[src/hw/rtl/u8u16_pkg.sv]
// ----------------------------------------------------------------------------
// u8u16_pkg
// Types, constants and helpers shared by the UTF-8 to UTF-16 transcoder.
// ----------------------------------------------------------------------------
package u8u16_pkg;

    localparam int          RESULT_FIFO_DEPTH = 4;

    localparam logic [15:0] HI_SURROGATE_BASE = 16'hD800;
    localparam logic [15:0] LO_SURROGATE_BASE = 16'hDC00;
    localparam logic [20:0] SUPPLEMENTARY_BASE = 21'h10000;
    localparam logic [20:0] SURROGATE_FIRST   = 21'd55296;
    localparam logic [20:0] SURROGATE_LAST    = 21'd57343;
    localparam logic [20:0] CODE_POINT_MAX    = 21'd1114111;
    localparam logic [20:0] TWO_BYTE_MIN      = 21'd128;
    localparam logic [20:0] THREE_BYTE_MIN    = 21'd2048;
    localparam logic [15:0] UNIT_TOTAL_MAX    = 16'hFFFF;

    localparam logic [7:0]  CONT_MASK         = 8'hC0;
    localparam logic [7:0]  CONT_TAG          = 8'h80;
    localparam logic [7:0]  CONT_BITS         = 8'h3F;

    // Number of continuation bytes a sequence still expects or started with.
    localparam logic [1:0]  CONTS_NONE        = 2'd0;
    localparam logic [1:0]  CONTS_ONE         = 2'd1;
    localparam logic [1:0]  CONTS_TWO         = 2'd2;
    localparam logic [1:0]  CONTS_THREE       = 2'd3;

    // One output request.
    typedef struct packed {
        logic [15:0] code_unit;
        logic        unit_valid;
        logic        string_end;
        logic        bad_input;
        logic [15:0] unit_total;
    } t_result;

    // Results produced by one input byte, in delivery order.
    typedef struct packed {
        logic [1:0] count;
        t_result    first;
        t_result    second;
    } t_step;

    function automatic logic [15:0] sat_inc(input logic [15:0] value);
        sat_inc = (value == UNIT_TOTAL_MAX) ? value : value + 16'd1;
    endfunction

endpackage

[src/hw/rtl/u8u16_in_if.sv]
// ----------------------------------------------------------------------------
// u8u16_in_if
// Byte channel into the transcoder: valid, ready and one UTF-8 byte.
// ----------------------------------------------------------------------------
interface u8u16_in_if;
    logic       valid;
    logic       ready;
    logic [7:0] in_byte;
    logic       is_last;

    modport source (output valid, output in_byte, output is_last, input ready);
    modport sink   (input valid, input in_byte, input is_last, output ready);
endinterface

[src/hw/rtl/u8u16_out_if.sv]
// ----------------------------------------------------------------------------
// u8u16_out_if
// Result channel out of the transcoder: valid, ready and one result.
// ----------------------------------------------------------------------------
interface u8u16_out_if;
    logic        valid;
    logic        ready;
    logic [15:0] code_unit;
    logic        unit_valid;
    logic        string_end;
    logic        bad_input;
    logic [15:0] unit_total;

    modport source (output valid, output code_unit, output unit_valid,
                    output string_end, output bad_input, output unit_total,
                    input ready);
    modport sink   (input valid, input code_unit, input unit_valid,
                    input string_end, input bad_input, input unit_total,
                    output ready);
endinterface

[src/hw/rtl/u8u16_decoder.sv]
// ----------------------------------------------------------------------------
// u8u16_decoder
// Strict UTF-8 decode state and the per-byte update that yields up to two
// UTF-16 results.
// ----------------------------------------------------------------------------
module u8u16_decoder (
    input  logic              i_clk,
    input  logic              i_rst_n,
    input  logic              i_step_en,
    input  logic [7:0]        i_byte,
    input  logic              i_last,
    output u8u16_pkg::t_step  o_step
);
    import u8u16_pkg::*;

    logic [1:0]  r_pend, n_pend;
    logic [20:0] r_point, n_point;
    logic [1:0]  r_seq, n_seq;
    logic        r_err, n_err;
    logic [15:0] r_total, n_total;

    logic        have_point;
    logic [20:0] point;
    logic [20:0] shifted;
    logic [19:0] offset;
    logic [15:0] total_one;
    logic [15:0] total_two;
    logic        in_range;

    assign shifted   = {r_point[14:0], i_byte[5:0]};
    assign total_one = sat_inc(r_total);
    assign total_two = sat_inc(total_one);
    assign offset    = 20'(point - SUPPLEMENTARY_BASE);

    always_comb begin
        n_pend     = r_pend;
        n_point    = r_point;
        n_seq      = r_seq;
        n_err      = r_err;
        n_total    = r_total;
        have_point = 1'b0;
        point      = '0;
        in_range   = 1'b0;

        if (!r_err) begin
            if (r_pend == CONTS_NONE) begin
                if (!i_byte[7]) begin
                    have_point = 1'b1;
                    point      = {13'd0, i_byte};
                end else if (i_byte[7:5] == 3'b110) begin
                    n_pend  = CONTS_ONE;
                    n_seq   = CONTS_ONE;
                    n_point = {16'd0, i_byte[4:0]};
                end else if (i_byte[7:4] == 4'b1110) begin
                    n_pend  = CONTS_TWO;
                    n_seq   = CONTS_TWO;
                    n_point = {17'd0, i_byte[3:0]};
                end else if (i_byte[7:3] == 5'b11110) begin
                    n_pend  = CONTS_THREE;
                    n_seq   = CONTS_THREE;
                    n_point = {18'd0, i_byte[2:0]};
                end else begin
                    n_err = 1'b1;
                end
            end else if ((i_byte & CONT_MASK) != CONT_TAG) begin
                n_err = 1'b1;
            end else begin
                n_point = shifted;
                n_pend  = r_pend - 2'd1;
                if (r_pend == CONTS_ONE) begin
                    // The sequence is complete: check for overlong forms,
                    // surrogates and values past the last code point.
                    unique case (r_seq)
                        CONTS_ONE:   in_range = shifted >= TWO_BYTE_MIN;
                        CONTS_TWO:   in_range = shifted >= THREE_BYTE_MIN &&
                                                (shifted < SURROGATE_FIRST ||
                                                 shifted > SURROGATE_LAST);
                        default:     in_range = shifted >= SUPPLEMENTARY_BASE &&
                                                shifted <= CODE_POINT_MAX;
                    endcase
                    if (in_range) begin
                        have_point = 1'b1;
                        point      = shifted;
                    end else begin
                        n_err = 1'b1;
                    end
                    n_point = '0;
                    n_seq   = CONTS_NONE;
                end
            end
        end

        // A character cut off by the end of the string is an error.
        if (i_last && !n_err && n_pend != CONTS_NONE) begin
            n_err = 1'b1;
        end

        o_step = '0;
        if (have_point) begin
            if (point < SUPPLEMENTARY_BASE) begin
                o_step.count  = 2'd1;
                o_step.first  = '{code_unit: point[15:0], unit_valid: 1'b1,
                                  string_end: i_last, bad_input: n_err,
                                  unit_total: total_one};
                n_total       = total_one;
            end else begin
                o_step.count  = 2'd2;
                o_step.first  = '{code_unit: HI_SURROGATE_BASE | {6'd0, offset[19:10]},
                                  unit_valid: 1'b1, string_end: 1'b0,
                                  bad_input: n_err, unit_total: total_one};
                o_step.second = '{code_unit: LO_SURROGATE_BASE | {6'd0, offset[9:0]},
                                  unit_valid: 1'b1, string_end: i_last,
                                  bad_input: n_err, unit_total: total_two};
                n_total       = total_two;
            end
        end else if (i_last) begin
            o_step.count = 2'd1;
            o_step.first = '{code_unit: 16'd0, unit_valid: 1'b0, string_end: 1'b1,
                             bad_input: n_err, unit_total: r_total};
        end

        // The end of a string returns the decoder to its reset state.
        if (i_last) begin
            n_pend  = CONTS_NONE;
            n_point = '0;
            n_seq   = CONTS_NONE;
            n_err   = 1'b0;
            n_total = '0;
        end
    end

    always_ff @(posedge i_clk) begin
        if (!i_rst_n) begin
            r_pend  <= CONTS_NONE;
            r_point <= '0;
            r_seq   <= CONTS_NONE;
            r_err   <= 1'b0;
            r_total <= '0;
        end else if (i_step_en) begin
            r_pend  <= n_pend;
            r_point <= n_point;
            r_seq   <= n_seq;
            r_err   <= n_err;
            r_total <= n_total;
        end
    end

endmodule

[src/hw/rtl/u8u16_fifo.sv]
// ----------------------------------------------------------------------------
// u8u16_fifo
// Result queue that takes up to two results per cycle and hands out one.
// ----------------------------------------------------------------------------
module u8u16_fifo #(
    parameter int DEPTH = u8u16_pkg::RESULT_FIFO_DEPTH
) (
    input  logic                i_clk,
    input  logic                i_rst_n,
    input  logic                i_push,
    input  u8u16_pkg::t_step    i_step,
    output logic                o_room,
    output logic                o_valid,
    output u8u16_pkg::t_result  o_data,
    input  logic                i_pop
);
    import u8u16_pkg::*;

    localparam int PW = (DEPTH > 1) ? $clog2(DEPTH) : 1;
    localparam int CW = $clog2(DEPTH + 1);
    localparam logic [PW-1:0] LAST_SLOT = PW'(DEPTH - 1);
    localparam logic [CW-1:0] ROOM_LIMIT = CW'(DEPTH - 2);

    t_result       r_mem [DEPTH];
    logic [PW-1:0] r_wr, n_wr;
    logic [PW-1:0] r_rd, n_rd;
    logic [CW-1:0] r_level, n_level;
    logic [PW-1:0] wr_next;
    logic [1:0]    push_cnt;
    logic          pop;

    function automatic logic [PW-1:0] wrap_inc(input logic [PW-1:0] ptr);
        wrap_inc = (ptr == LAST_SLOT) ? '0 : ptr + PW'(1);
    endfunction

    assign wr_next  = wrap_inc(r_wr);
    assign push_cnt = i_push ? i_step.count : 2'd0;
    assign pop      = i_pop && (r_level != '0);

    // Room is reserved for a surrogate pair before a byte is taken.
    assign o_room  = r_level <= ROOM_LIMIT;
    assign o_valid = r_level != '0;
    assign o_data  = r_mem[r_rd];

    always_comb begin
        n_rd    = pop ? wrap_inc(r_rd) : r_rd;
        n_wr    = r_wr;
        if (push_cnt == 2'd1) begin
            n_wr = wr_next;
        end else if (push_cnt == 2'd2) begin
            n_wr = wrap_inc(wr_next);
        end
        n_level = r_level + CW'(push_cnt) - CW'(pop);
    end

    always_ff @(posedge i_clk) begin
        if (push_cnt != 2'd0) begin
            r_mem[r_wr] <= i_step.first;
        end
        if (push_cnt == 2'd2) begin
            r_mem[wr_next] <= i_step.second;
        end
    end

    always_ff @(posedge i_clk) begin
        if (!i_rst_n) begin
            r_wr    <= '0;
            r_rd    <= '0;
            r_level <= '0;
        end else begin
            r_wr    <= n_wr;
            r_rd    <= n_rd;
            r_level <= n_level;
        end
    end

endmodule

[src/hw/rtl/strict_utf8_to_utf16.sv]
// ----------------------------------------------------------------------------
// strict_utf8_to_utf16
// Strict streaming UTF-8 to UTF-16 transcoder with end-of-string status.
//
//   Channel  Dir  Payload                                            Per request
//   i_in     in   in_byte[7:0], is_last                              one byte
//   o_out    out  code_unit[15:0], unit_valid, string_end,           one result
//                 bad_input, unit_total[15:0]
//
// A byte is decoded in the cycle it is taken and its results are written
// into a result queue of FIFO_DEPTH entries, so a byte can be taken every
// cycle while the queue has room. The output side moves one result per
// cycle while o_out.ready is high, so a byte that ends a supplementary
// character yields two results. i_in.ready is high while the queue has
// room for two results. Reset is synchronous; it empties the queue.
// ----------------------------------------------------------------------------
module strict_utf8_to_utf16 #(
    parameter int FIFO_DEPTH = u8u16_pkg::RESULT_FIFO_DEPTH
) (
    input  logic        i_clk,
    input  logic        i_rst_n,
    u8u16_in_if.sink    i_in,
    u8u16_out_if.source o_out
);
    import u8u16_pkg::*;

    t_step   step;
    t_result head;
    logic    room;
    logic    head_valid;
    logic    take;

    assign i_in.ready = room;
    assign take       = i_in.valid && room;

    u8u16_decoder u_decoder (
        .i_clk     (i_clk),
        .i_rst_n   (i_rst_n),
        .i_step_en (take),
        .i_byte    (i_in.in_byte),
        .i_last    (i_in.is_last),
        .o_step    (step)
    );

    u8u16_fifo #(
        .DEPTH (FIFO_DEPTH)
    ) u_fifo (
        .i_clk   (i_clk),
        .i_rst_n (i_rst_n),
        .i_push  (take),
        .i_step  (step),
        .o_room  (room),
        .o_valid (head_valid),
        .o_data  (head),
        .i_pop   (o_out.ready)
    );

    assign o_out.valid      = head_valid;
    assign o_out.code_unit  = head.code_unit;
    assign o_out.unit_valid = head.unit_valid;
    assign o_out.string_end = head.string_end;
    assign o_out.bad_input  = head.bad_input;
    assign o_out.unit_total = head.unit_total;

    // The input only stalls while results are waiting.
    a_stall_has_results: assert property (@(posedge i_clk) disable iff (!i_rst_n)
        !i_in.ready |-> o_out.valid)
        else $error("input stalled with an empty result queue");

    // A result without a unit is only the end-of-string report.
    a_empty_result_is_end: assert property (@(posedge i_clk) disable iff (!i_rst_n)
        (o_out.valid && !o_out.unit_valid) |-> (o_out.string_end && o_out.code_unit == 16'd0))
        else $error("result without a unit is not a clean end report");

    // A high surrogate never ends the string.
    a_high_surrogate_not_end: assert property (@(posedge i_clk) disable iff (!i_rst_n)
        (o_out.valid && o_out.unit_valid && o_out.code_unit[15:10] == 6'b110110)
            |-> !o_out.string_end)
        else $error("string ended on a high surrogate");

    // A delivered unit is always counted.
    a_unit_counted: assert property (@(posedge i_clk) disable iff (!i_rst_n)
        (o_out.valid && o_out.unit_valid) |-> (o_out.unit_total != 16'd0))
        else $error("unit delivered with a zero unit count");

endmodule
[src/flat_wrapper.sv]
// flat-port wrapper written by rule: the top's interface ports become plain ports
module strict_utf8_to_utf16_flat import u8u16_pkg::*;
#(
    parameter int FIFO_DEPTH = u8u16_pkg::RESULT_FIFO_DEPTH
)
  (i_clk, i_rst_n, i_in_valid, i_in_in_byte, i_in_is_last, i_in_ready, o_out_valid, o_out_code_unit, o_out_unit_valid, o_out_string_end, o_out_bad_input, o_out_unit_total, o_out_ready);
  u8u16_in_if i_in_i ();
  u8u16_out_if o_out_i ();
  input  logic i_clk;
  input  logic i_rst_n;
  input wire logic [$bits(i_in_i.valid)-1:0] i_in_valid;
  input wire logic [$bits(i_in_i.in_byte)-1:0] i_in_in_byte;
  input wire logic [$bits(i_in_i.is_last)-1:0] i_in_is_last;
  output wire logic [$bits(i_in_i.ready)-1:0] i_in_ready;
  output wire logic [$bits(o_out_i.valid)-1:0] o_out_valid;
  output wire logic [$bits(o_out_i.code_unit)-1:0] o_out_code_unit;
  output wire logic [$bits(o_out_i.unit_valid)-1:0] o_out_unit_valid;
  output wire logic [$bits(o_out_i.string_end)-1:0] o_out_string_end;
  output wire logic [$bits(o_out_i.bad_input)-1:0] o_out_bad_input;
  output wire logic [$bits(o_out_i.unit_total)-1:0] o_out_unit_total;
  input wire logic [$bits(o_out_i.ready)-1:0] o_out_ready;
  assign i_in_i.valid = i_in_valid;
  assign i_in_i.in_byte = i_in_in_byte;
  assign i_in_i.is_last = i_in_is_last;
  assign i_in_ready = i_in_i.ready;
  assign o_out_valid = o_out_i.valid;
  assign o_out_code_unit = o_out_i.code_unit;
  assign o_out_unit_valid = o_out_i.unit_valid;
  assign o_out_string_end = o_out_i.string_end;
  assign o_out_bad_input = o_out_i.bad_input;
  assign o_out_unit_total = o_out_i.unit_total;
  assign o_out_i.ready = o_out_ready;
  strict_utf8_to_utf16 #(.FIFO_DEPTH(FIFO_DEPTH)) u_core (.i_clk(i_clk), .i_rst_n(i_rst_n), .i_in(i_in_i), .o_out(o_out_i));
endmodule
[config.mk]
export PLATFORM = sky130hd
export DESIGN_NAME = strict_utf8_to_utf16_flat
export DESIGN_NICKNAME = d
export VERILOG_FILES = /design/src/hw/rtl/u8u16_pkg.sv /design/src/hw/rtl/u8u16_in_if.sv /design/src/hw/rtl/u8u16_out_if.sv /design/src/hw/rtl/u8u16_decoder.sv /design/src/hw/rtl/u8u16_fifo.sv /design/src/hw/rtl/strict_utf8_to_utf16.sv /design/src/flat_wrapper.sv
export SDC_FILE = /design/constraint.sdc
export NUM_CORES = 1
export LEC_CHECK = 0
export BUFFER_PORTS_ARGS = -buffer_cell sky130_fd_sc_hd__clkbuf_2
export CAP_MARGIN = 20
export CORE_MARGIN = 1
export CORE_UTILIZATION = 55
export CTS_BUF_LIST = sky130_fd_sc_hd__clkbuf_4
export CTS_CLUSTER_SIZE = 16
export DETAILED_ROUTE_END_ITERATION = 10
export GPL_ROUTABILITY_DRIVEN = 1
export PLACE_DENSITY_LB_ADDON = 0.15
export SYNTH_ARGS = -nofsm -noshare
export SYNTH_HDL_FRONTEND = slang
export SYNTH_SLANG_ARGS = --single-unit
[constraint.sdc]
create_clock -name i_clk -period 5 [get_ports i_clk]
set_clock_uncertainty 0.2 [all_clocks]
set_input_delay 1 -clock i_clk [delete_from_list [all_inputs] [get_ports i_clk]]
set_output_delay 1 -clock i_clk [all_outputs]
set_load 0.01 [all_outputs]
## Yosys cells after proc, flatten, opt, wreduce, memory -nomap -nowiden

Memory sizes are Yosys's and may differ from the RTL's. A register that Yosys moved wholly into a read port is not among the register bits.
Index checks and enable logic that the tools add are counted.

| storage, ports and cells | value |
|---|---|
| memories kept | 1 |
| RAM bits | 140 |
| output and inout bits | 37 |
| logic and storage cells | 138 |
| input bits | 13 |
| bits in registers | 43 |

| operators by class | value |
|---|---|
| magnitude comparators | 8 |
| mux-type cells | 76 |
| add/subtract/negate cells | 9 |
| reduce and logical (&&, ||, !) cells | 18 |
| equal/unequal tests | 18 |

Memory list:

| name | depth | bits a word | read ports | clocked after Yosys merged registers in | write ports | line | source |
|---|---|---|---|---|---|---|---|
| u_core.u_fifo.r_mem | 4 | 35 | 1 | 1 | 2 | u8u16_fifo.sv:24 | `t_result r_mem [DEPTH];` |

Operator list:

| operator | number |
|---|---|
| 2-to-1 mux 15 bit | 9 |
| 2-to-1 mux 21 bit | 5 |
| 2-to-1 mux 16 bit | 5 |
| 2-to-1 mux 37 bit | 2 |
| 2-to-1 mux 35 bit | 2 |
| 2-to-1 mux 2 bit | 25 |
| 2-to-1 mux 36 bit | 1 |
| adder 16 x 1 -> 16 bit (second input constant) | 2 |
| equality test 16 bit (second input constant) | 2 |
| 2-to-1 mux 1 bit | 25 |
| greater-or-equal comparator 21 x 12 -> 1 bit (second input constant) | 1 |
| greater-or-equal comparator 21 x 17 -> 1 bit (second input constant) | 1 |
| greater-or-equal comparator 21 x 8 -> 1 bit (second input constant) | 1 |
| > comparator 21 x 16 -> 1 bit (second input constant) | 1 |
| <= comparator 21 bit (second input constant) | 1 |
| < comparator 21 x 16 -> 1 bit (second input constant) | 1 |
| < comparator 21 x 17 -> 1 bit (second input constant) | 1 |
| subtractor 20 x 17 -> 20 bit (second input constant) | 1 |
| equality test 2 bit (second input constant) | 5 |
| nonzero test 2 bit | 4 |
| 2-to-1 mux 7 bit | 1 |
| adder 2 x 1 -> 2 bit (second input constant) | 3 |
| equality test 2 x 1 -> 1 bit (second input constant) | 3 |
| logical AND 1 bit | 6 |
| other kinds (18) | 21 |

## Longest topological paths before layout

Gate-level depths: netlist of run 1.

| logic depth | value |
|---|---|
| depth in word-level cells | 23 |
| depth in mapped cells | 17 |
| mapped depth without buffers | 14 |

## Modules after synthesis

A second synthesis of run 1 with hierarchy kept.

| unflattened totals | value |
|---|---|
| cell total of the unflattened synthesis | 963 |
| area, all modules | 11263.3 um2 |

Modules (own cells, without submodules):

| module | instances | cells each | area an instance (um2) | seq. area each (um2) |
|---|---|---|---|---|
| u8u16_fifo | 1 | 406 | 7394.6 | 4384.2 |
| u8u16_decoder | 1 | 556 | 3862.5 | 720.7 |
| strict_utf8_to_utf16 | 1 | 1 | 6.3 | 0.0 |

## Least setup slack after synthesis of run 1

Ideal clock, no wire load.

| timing | value |
|---|---|
| kind | input to register |
| from | input port i_in_in_byte[6] |
| to | memory u_core.u_fifo.r_mem[2][0] in the netlist's numbering (enable) |
| setup time | 0.392 ns |
| stages on the path | 12 |
| arrival | 3.957 ns |
| data required time | 4.408 ns |
| slack | 0.451 ns |
| cells stage by stage | nor2_1 -> nand3_1 -> nor3_1 -> buf_2 -> buf_2 -> nand3_1 -> inv_1 -> ha_1 -> clkbuf_1 -> clkbuf_1 -> nand2_1 -> nand2_1 |

RTL lines:

| item | line | source |
|---|---|---|
| from (decl) | flat_wrapper.sv:12 | `input wire logic [$bits(i_in_i.in_byte)-1:0] i_in_in_byte;` |
| to (decl) | u8u16_fifo.sv:24 |  |

==> results.cfg, run 1 <==
[place]
dpl.cell_count = 1249
gp_congestion = 0.9361
dp_slack_ps = 415.3
dp_hpwl_mm = 19.58
numPortBuffers = 49

[logic_synthesis]
ys_seq_area_frac = 0.4843
synth_area_um2 = 10460
synth.avg_cell_area_um2 = 10.52
synth_area_leaders = edfxtp_1 39%, dfxtp_1 9.4%, mux4_2 7.5%, nand2_1 3.7%, o22ai_1 3.2%
synth_top_area_cell = edfxtp_1
synthCells = 994
synth.ff_latch_count = 185
synth_top_cell_area_share = 0.3905
synth-async-reset-ratio = 0
syn_nets = 1029
ys_warn_count = 0
synth_cell_type_count = 73
synth_ff_type = edfxtp_1
synth-edff-count = 136

[sta]
tightest_slew_ps = 977.7
min_period_ps = 4696
setup_tns_ps = 0
finalCritPeriodShare = 0.9392
hold_violations = 0
timing.hold.ws_ps = 273.5
fmax_mhz = 212.9
setup_violations = 0
report.final.slew_viol_count = 0
slew_headroom = 0.3482
setup_slack_ps = 303.8
rsz0062_at_grt = no

[worst_setup_path]
startpoint_type = register
reg2reg_from = u_core.u_decoder.r_total[0]
crit_path_end = u_core.u_fifo.r_mem[2][5]
critPathCaptureType = register
crit_type = register to register
path_max_fanout = 13
reg2reg_to = u_core.u_fifo.r_mem[2][5]
reg2reg_depth = 13
reg2reg_slack_ps = 300
worstPathArrival_ps = 4850
startpoint = u_core.u_decoder.r_total[0]
crit_required_ps = 5150

[cells_and_area]
multi_input_area_um2 = 4956
final_cell_mix = 136 x edfxtp_1, 104 x nand2_1, 62 x nor2_1
drive_gt1_frac = 0.1862
areaGrowthSynthToFinish_pct = 7.992
final_common_cell = edfxtp_1
seqCellArea_um2 = 5067
final_cells = 1282
nets = 1069
num-fill-cells = 1585

[die]
core_area_um2 = 18640
initial_utilization = 0.5610
ios = 50
die_area_um2 = 19570
dieWidth_um = 139.9
die_h_um = 139.9
rows = 50

[clock_tree]
cts_made_buffers = 17
cts.sinks = 185
cts_tree = yes
root_buffer = clkbuf_4
post-cts-setup-buffers = 0
cts_hold_buf = 0
cts_resized = 0
cts_buffer_depth = 2
clkSlewWorstSetupHoldPaths_ps = 170
htreeDepth = 4
insertion_delay_ps = 610

[drt]
routed_wl_mm = 28.27
first_pass_iters = 5
drc = 0
routed_via_density = 6.573
vias = 8426
wl_per_cell_um = 22.05
antenna_left = 0
drtIter0Drc = 982

[global_route]
grt_first_pass_wirelength_mm = 44.44
grt_util_all_layers = 0.2974
grt_pass1_vias = 7947
antenna_found_initial = 1
gr-total-overflow = 0
grt_max_degree = 36

[outcome]
status = complete, no violations

[power]
max-vdd-ir-drop_uv = 167.6
leakage_nw = 3.714
p_per_area_nw_per_um2 = 309.3

[worst_hold_path]
hold_path_class = register to register

[job]
cap_violations = 0
## per-stage QoR
step                power [mW]  cell area (um2)    util
finish                   3.493            11290  0.6058
CTS                      3.513            11290  0.6057
global route             3.647            11290  0.6058
detailed placement       2.714            11020  0.5909
floorplan                2.411            10460       -
global placement         2.707            11020  0.5909
## kinds of logic (layout without fill, tap and decap cells)
group | count (synthesis) | after routing | share of synthesized area
DFF | 185 | 185 | 0.4843
other | 0 | 1 | 0
buffers and inverters | 102 | 155 | 0.04235
AOI/OAI and AO/OA | 273 | 273 | 0.1716
adders and majority gates | 22 | 22 | 0.02704
and+or+nand+nor | 338 | 338 | 0.1627
muxes | 52 | 52 | 0.09224
xor gates and xnor gates | 22 | 22 | 0.01986
## flip-flops by register name, summed over array words and instances, names as in the netlist, named ones only
name,cells
u_core.u_fifo.r_wr,2
u_core.u_fifo.r_rd,2
u_core.u_fifo.r_mem,140
u_core.u_decoder.r_seq,2
u_core.u_decoder.r_total,16
u_core.u_decoder.r_pend,2
u_core.u_decoder.r_point,15
u_core.u_decoder.r_err,1
u_core.u_fifo.r_level,3
## how the worst min path moves through the flow
stage	from	endpoint	slack, ps	cells past startpoint
final	u_core.u_fifo.r_mem[0][32]	u_core.u_fifo.r_mem[0][32]	270	2
after global routing	u_core.u_fifo.r_mem[2][32]	u_core.u_fifo.r_mem[2][32]	300	2
after CTS	u_core.u_fifo.r_mem[0][32]	u_core.u_fifo.r_mem[0][32]	270	2
after detailed placement	u_core.u_fifo.r_mem[0][32]	u_core.u_fifo.r_mem[0][32]	250	2
after global placement	u_core.u_fifo.r_mem[1][32]	u_core.u_fifo.r_mem[1][32]	250	2
after floorplan	u_core.u_fifo.r_mem[2][32]	u_core.u_fifo.r_mem[2][32]	230	2
## synth_stat cells (all sizes together), types with 10 or more instances
cell type / number
clkbuf: 40
a21oi: 44
mux2i: 12
nand3: 40
buf: 32
xnor2: 14
nor2b: 10
nor3: 29
nand2b: 14
inv: 30
nor2: 62
o21ai: 68
a22o: 28
nand2: 104
o22ai: 54
and3: 10
nand4: 17
edfxtp: 136
mux4: 35
and2: 10
ha: 21
nor4: 15
dfxtp: 49
a21boi: 20
## critical path, cell delays in order (launching register included)
cell	delay, ps
dfxtp_1	590
ha_1	440
nand4_2	280
or4_1	760
o21ai_0	240
buf_4	150
ha_1	150
nand2_1	160
nor4b_4	310
and4b_1	250
buf_4	210
nor2b_1	80
xnor2_1	450
o22ai_1	190
## per-layer routing
layer / share of wire / track usage / vias up
met3: 0.10 / 0.06393 / 48
met1: 0.43 / 0.4251 / 4024
li1: - / - / 3875
met2: 0.46 / 0.4555 / 479
met4: 0.017 / 0.08907 / 0
met5: 0 / 0 / -
## area by class of cell
class,instances,share of cell area
inverter,30,0.009970
sequential,185,0.4487
clock inverter,15,0.01307
tap,234,0.02592
multi-input combinational,707,0.4388
timing repair buffer,93,0.05207
antenna,1,0.0002216
clock buffer,17,0.01130
## report_power, final
| group | internal (mW) | total, mW | switching [mW] |
|---|---|---|---|
| clock | 0.223 | 0.818 | 0.594 |
| sequential | 1.75 | 1.85 | 0.0956 |
| combinational | 0.381 | 0.827 | 0.446 |
| total | 2.36 | 3.49 | 1.14 |
(Power assumes the default switching activity.)
==> run 2: changes to the inputs <==
Settings changed: CORE_UTILIZATION 55 to 30.
==> run 2 against run 1 <==
Clock-buffer cell count up 3. Hold slack worse by 1.3 ps. Cell count up 18%. Critical endpoint is now u_core.u_fifo.r_mem[1][10]. Power up 1.2%. Via count down 1.6%. First-iteration DRC count down 25%. Critical path type unchanged. Global-route usage down 11 points. Setup slack better by 85 ps.
==> results.cfg, run 2 (same netlist as run 1, synthesis figures left out) <==
[drt]
routed_wl_mm = 32.75
met2WireLength_mm = 14.88
wl_per_cell_um = 21.63
wl_met3_mm = 1.775
antenna_left = 0
drc = 0
routed_via_density = 5.476
first_pass_iters = 5
wl_met1_mm = 15.76
vias = 8290
top_layer = met4
drtIter0Drc = 740

[cells_and_area]
seqCellArea_um2 = 5067
areaGrowthSynthToFinish_pct = 11.76
final_cell_mix = 136 x edfxtp_1, 100 x nand2_1, 62 x nor2_1
drive_gt1_frac = 0.1994
final_cells = 1514
largest_reg_flops = 140
nets = 1082
num-fill-cells = 3513
stdcell_area_um2 = 11690
multi_input_area_um2 = 4966
final_common_cell = edfxtp_1
largestRegisters = u_core.u_fifo.r_mem x140, u_core.u_decoder.r_total x16, u_core.u_decoder.r_point x15
top_register = u_core.u_fifo.r_mem

[place]
placed_area_um2 = 11440
numPortBuffers = 49
gp_congestion = 0.8137
dp_hpwl_mm = 22.98
dpl.cell_count = 1483

[worst_hold_path]
holdPathEnd = u_core.u_fifo.r_mem[2][32]
hold_path_class = register to register
hp-start = u_core.u_fifo.r_mem[2][32]
hold_depth = 2

[clock_tree]
clkSlewWorstSetupHoldPaths_ps = 160
cts_buffer_depth = 2
cts_resized = 0
cts_tree = yes
cts.sinks = 185
insertion_delay_ps = 600
cts_made_buffers = 17
htreeDepth = 4
root_buffer = clkbuf_4
cts_hold_buf = 0
post-cts-setup-buffers = 0

[global_route]
grt_pass1_vias = 8016
gr-total-overflow = 0
grt_first_pass_wirelength_mm = 50.40
grt_max_degree = 35
grt_util_all_layers = 0.1877
antenna_found_initial = 2

[die]
ios = 50
die_h_um = 188.7
initial_utilization = 0.3035
die_area_um2 = 35610
core_area_um2 = 34460
dieWidth_um = 188.7
rows = 68

[sta]
rsz0062_at_grt = no
fmax_mhz = 216.9
slew_headroom = 0.3670
finalCritPeriodShare = 0.9223
tightest_slew_ps = 941.1
setup_violations = 0
hold_violations = 0
min_period_ps = 4611
setup_tns_ps = 0
report.final.slew_viol_count = 0
timing.hold.ws_ps = 272.2

[outcome]
status = complete, no violations

[worst_setup_path]
path_max_fanout = 12
crit_path_cell_trace = ha_1 > nand4_2 > or4_1 > o21ai_0 > ha_1 > nand2_1 > a211oi_2 > nand2_1 > nor2_1 > mux2i_1 > o22ai_1
reg2reg_from = u_core.u_decoder.r_total[0]
startpoint_type = register
reg2reg_slack_ps = 390
startpoint = u_core.u_decoder.r_total[0]
cp.depth = 11
reg2reg_to = u_core.u_fifo.r_mem[1][10]
crit_type = register to register
crit_required_ps = 5140
cp_top_family = simple AND/OR/NAND/NOR gates
critPathMaxStageDelay_ps = 620
path_buf_inv = 0
reg2reg_depth = 11
worstPathArrival_ps = 4750
critPathCaptureType = register
crit_slowest_cell = dfxtp_1

[power]
max-vdd-ir-drop_uv = 133.7
p_per_area_nw_per_um2 = 302.5
leakage_nw = 3.775
total_power_mw = 3.536

[job]
cap_violations = 0
## run 2: cell count changes in the layout (fill, tap and decap cells not counted), moves of 2 or more
cell / delta
clkinv_2: +2
nand2_1: -4
clkinv_8: -2
inv_6: -2
nand2_2: +4
buf_12: +3
clkinvlp_4: +2
clkbuf_4: +3
buf_4: +10
clkinv_4: -2
inv_8: -3
## run 2: layout make-up
class	instances	area share
diodes	1	0.0002141
clock buffers	20	0.01285
clock inverters	10	0.008349
inverters	30	0.009634
multi-input cells	707	0.4249
flip-flops and latches	185	0.4335
well taps	455	0.04870
repair buffers	106	0.06187
## run 2: worst max path at each step
stage                                  to  slack [ps]
5_1_grt         u_core.u_fifo.r_mem[1][4]          80
2_1_floorplan   u_core.u_fifo.r_mem[2][0]         450
3_3_place_gp   u_core.u_fifo.r_mem[3][26]         610
3_5_place_dp    u_core.u_fifo.r_mem[0][3]         500
4_1_cts         u_core.u_fifo.r_mem[1][1]         470
6_report       u_core.u_fifo.r_mem[1][10]         390
## run 2: worst reg2reg max path: cells and delay by family, from the launching register on
| family | cells | cell delay, ps |
|---|---|---|
| flops | 1 | 620 |
| mux | 1 | 440 |
| simple gates | 5 | 1420 |
| fa+ha+maj | 2 | 680 |
| compound gates | 3 | 990 |
## run 2: metrics by stage
step / utilization / worst slack (ps)
floorplan: - / 451.1
global route: 0.3392 / 80.97
CTS: 0.3391 / 471.7
global placement: 0.3320 / 608.3
finish: 0.3392 / 388.6
detailed placement: 0.3320 / 502.8
## run 2: metal layers
metal | track usage | vias to the layer above
met1 | 0.2732 | 4080
met2 | 0.2903 | 294
met3 | 0.02682 | 20
met4 | 0.04808 | 0
met5 | 0 | -
li1 | - | 3896
## run 2: power by group
part           leakage, nW  internal, mW  switching (mW)
registers             1.67          1.75          0.0875
logic                 1.97         0.394           0.497
clock network        0.132         0.262           0.545
total                 3.77          2.41            1.13
==> run 3: changes to the inputs <==
Settings changed: PLACE_DENSITY set to 0.44, PLACE_DENSITY_LB_ADDON 0.15 to unset.
==> run 3 against run 2 <==
Global-route usage up 0.087 points. Wire length up 0.15%. Die area unchanged. Highest routed layer unchanged.
==> results.cfg, run 3 (same netlist as run 1, synthesis figures left out) <==
[power]
max-vdd-ir-drop_uv = 119.0
p_per_area_nw_per_um2 = 302.5
leakage_nw = 3.812
combPwrFrac = 0.252
internal_power_mw = 2.410
p_clk_frac = 0.235
switching_share = 0.3226
p_switching_mw = 1.148
pwr-share-seq = 0.514

[global_route]
grt_first_pass_wirelength_mm = 50.72
grt_pass1_vias = 8263
gr-total-overflow = 0
grt_util_all_layers = 0.1885
grt_max_degree = 35
antenna_found_initial = 1

[worst_setup_path]
reg2reg_slack_ps = 300
reg2reg_to = u_core.u_fifo.r_mem[1][1]
reg2reg_depth = 11
critPathCaptureType = register
startpoint_type = register
reg2reg_from = u_core.u_decoder.r_total[1]
path_max_fanout = 15
crit_required_ps = 5130
crit_type = register to register
worstPathArrival_ps = 4830

[place]
gp_congestion = 0.8163
dp_hpwl_mm = 23.51
numPortBuffers = 49

[sta]
fmax_mhz = 212.6
rsz0062_at_grt = no
min_period_ps = 4703
hold_violations = 0
finalCritPeriodShare = 0.9407
report.final.slew_viol_count = 0
setup_violations = 0
setup_tns_ps = 0
slew_headroom = 0.2688
tightest_slew_ps = 1087

[clock_tree]
cts_tree = yes
cts.sinks = 185
clkSlewWorstSetupHoldPaths_ps = 170
cts_made_buffers = 17
htreeDepth = 4
insertion_delay_ps = 590
cts_buffer_depth = 2
root_buffer = clkbuf_4
cts_hold_buf = 0

[die]
core_area_um2 = 34460
die_area_um2 = 35610
initial_utilization = 0.3035
dieWidth_um = 188.7
rows = 68
ios = 50
die_h_um = 188.7

[worst_hold_path]
hold_path_class = register to register
hp-start = u_core.u_fifo.r_mem[2][32]
hold_depth = 2
holdPathEnd = u_core.u_fifo.r_mem[2][32]

[drt]
vias = 8226
routed_wl_mm = 32.80
drc = 0
first_pass_iters = 5
drtIter0Drc = 582
wl_per_cell_um = 21.55
antenna_left = 0
routed_via_density = 5.405

[cells_and_area]
nets = 1088
final_cell_mix = 136 x edfxtp_1, 100 x nand2_1, 62 x nor2_1
areaGrowthSynthToFinish_pct = 12.45
final_util = 0.3413
multi_input_area_um2 = 4981
seqCellArea_um2 = 5069
largest_reg_flops = 140
num-fill-cells = 3571
top_register = u_core.u_fifo.r_mem
final_common_cell = edfxtp_1
largestRegisters = u_core.u_fifo.r_mem x140, u_core.u_decoder.r_total x16, u_core.u_decoder.r_point x15
drive_gt1_frac = 0.2073

[outcome]
status = complete, no violations

[job]
cap_violations = 0
==> run 3: cell type report <==
| type | instances | share of cell area |
|---|---|---|
| Clock buffer | 19 | 0.01213 |
| Antenna cell | 1 | 0.0002128 |
| Multi-Input combinational cell | 707 | 0.4235 |
| Timing Repair Buffer | 112 | 0.06489 |
| Clock inverter | 13 | 0.01032 |
| Tap cell | 455 | 0.04840 |
| Inverter | 30 | 0.009574 |
| Sequential cell | 185 | 0.4310 |
==> run 3: how the worst max path moves through the flow <==
stage	start	end
2_1_floorplan	i_in_in_byte[6]	u_core.u_fifo.r_mem[2][0]
3_3_place_gp	u_core.u_decoder.r_total[0]	u_core.u_fifo.r_mem[0][1]
3_5_place_dp	u_core.u_decoder.r_total[0]	u_core.u_fifo.r_mem[0][4]
4_1_cts	u_core.u_decoder.r_total[0]	u_core.u_fifo.r_mem[0][4]
5_1_grt	u_core.u_decoder.r_total[1]	u_core.u_fifo.r_mem[2][7]
6_report	u_core.u_decoder.r_total[1]	u_core.u_fifo.r_mem[1][1]
==> run 3: power groups by stage <==
stage / combinational (mW) / clock, mW / sequential, mW
after floorplan: 0.597 / 0 / 1.81
after global placement: 0.908 / 0 / 1.86
after detailed placement: 0.912 / 0 / 1.86
after CTS: 0.914 / 0.864 / 1.83
after global routing: 0.975 / 0.912 / 1.84
final: 0.895 / 0.835 / 1.83
==> run 3: timing repair <==
item / CTS / global route
setup endpoints to repair: 0 / 25
gates resized for setup: 0 / 3
setup buffers: 0 / 0
==> run 3: stage by stage <==
stage	setup slack (ps)	hold WS, ps	area, um2	power (mW)	instances
floorplan	451.1	230.8	10460	2.411	994
global placement	326.1	247.9	11460	2.771	1488
detailed placement	236.8	248.2	11480	2.777	1489
CTS	204.4	271.6	11740	3.609	1521
global route	2.933	304.5	11760	3.730	1522
finish	296.7	270.7	11760	3.558	1522
==> run 3: routing by layer <==
metal / wire, um / track usage
met3: 1402 / 0.02682
met1: 16010 / 0.2696
met2: 15060 / 0.2991
met4: 329 / 0.04529
met5: 0 / 0
==> run 3: critical path, cell delays in order, from the launching register on <==
cell,delay [ps]
dfxtp_1,510
ha_1,430
nand4_2,300
or4_1,810
o21ai_0,350
ha_1,210
nand2_1,160
nor4b_4,310
and4b_1,250
buf_4,230
mux2i_1,490
o22ai_1,180
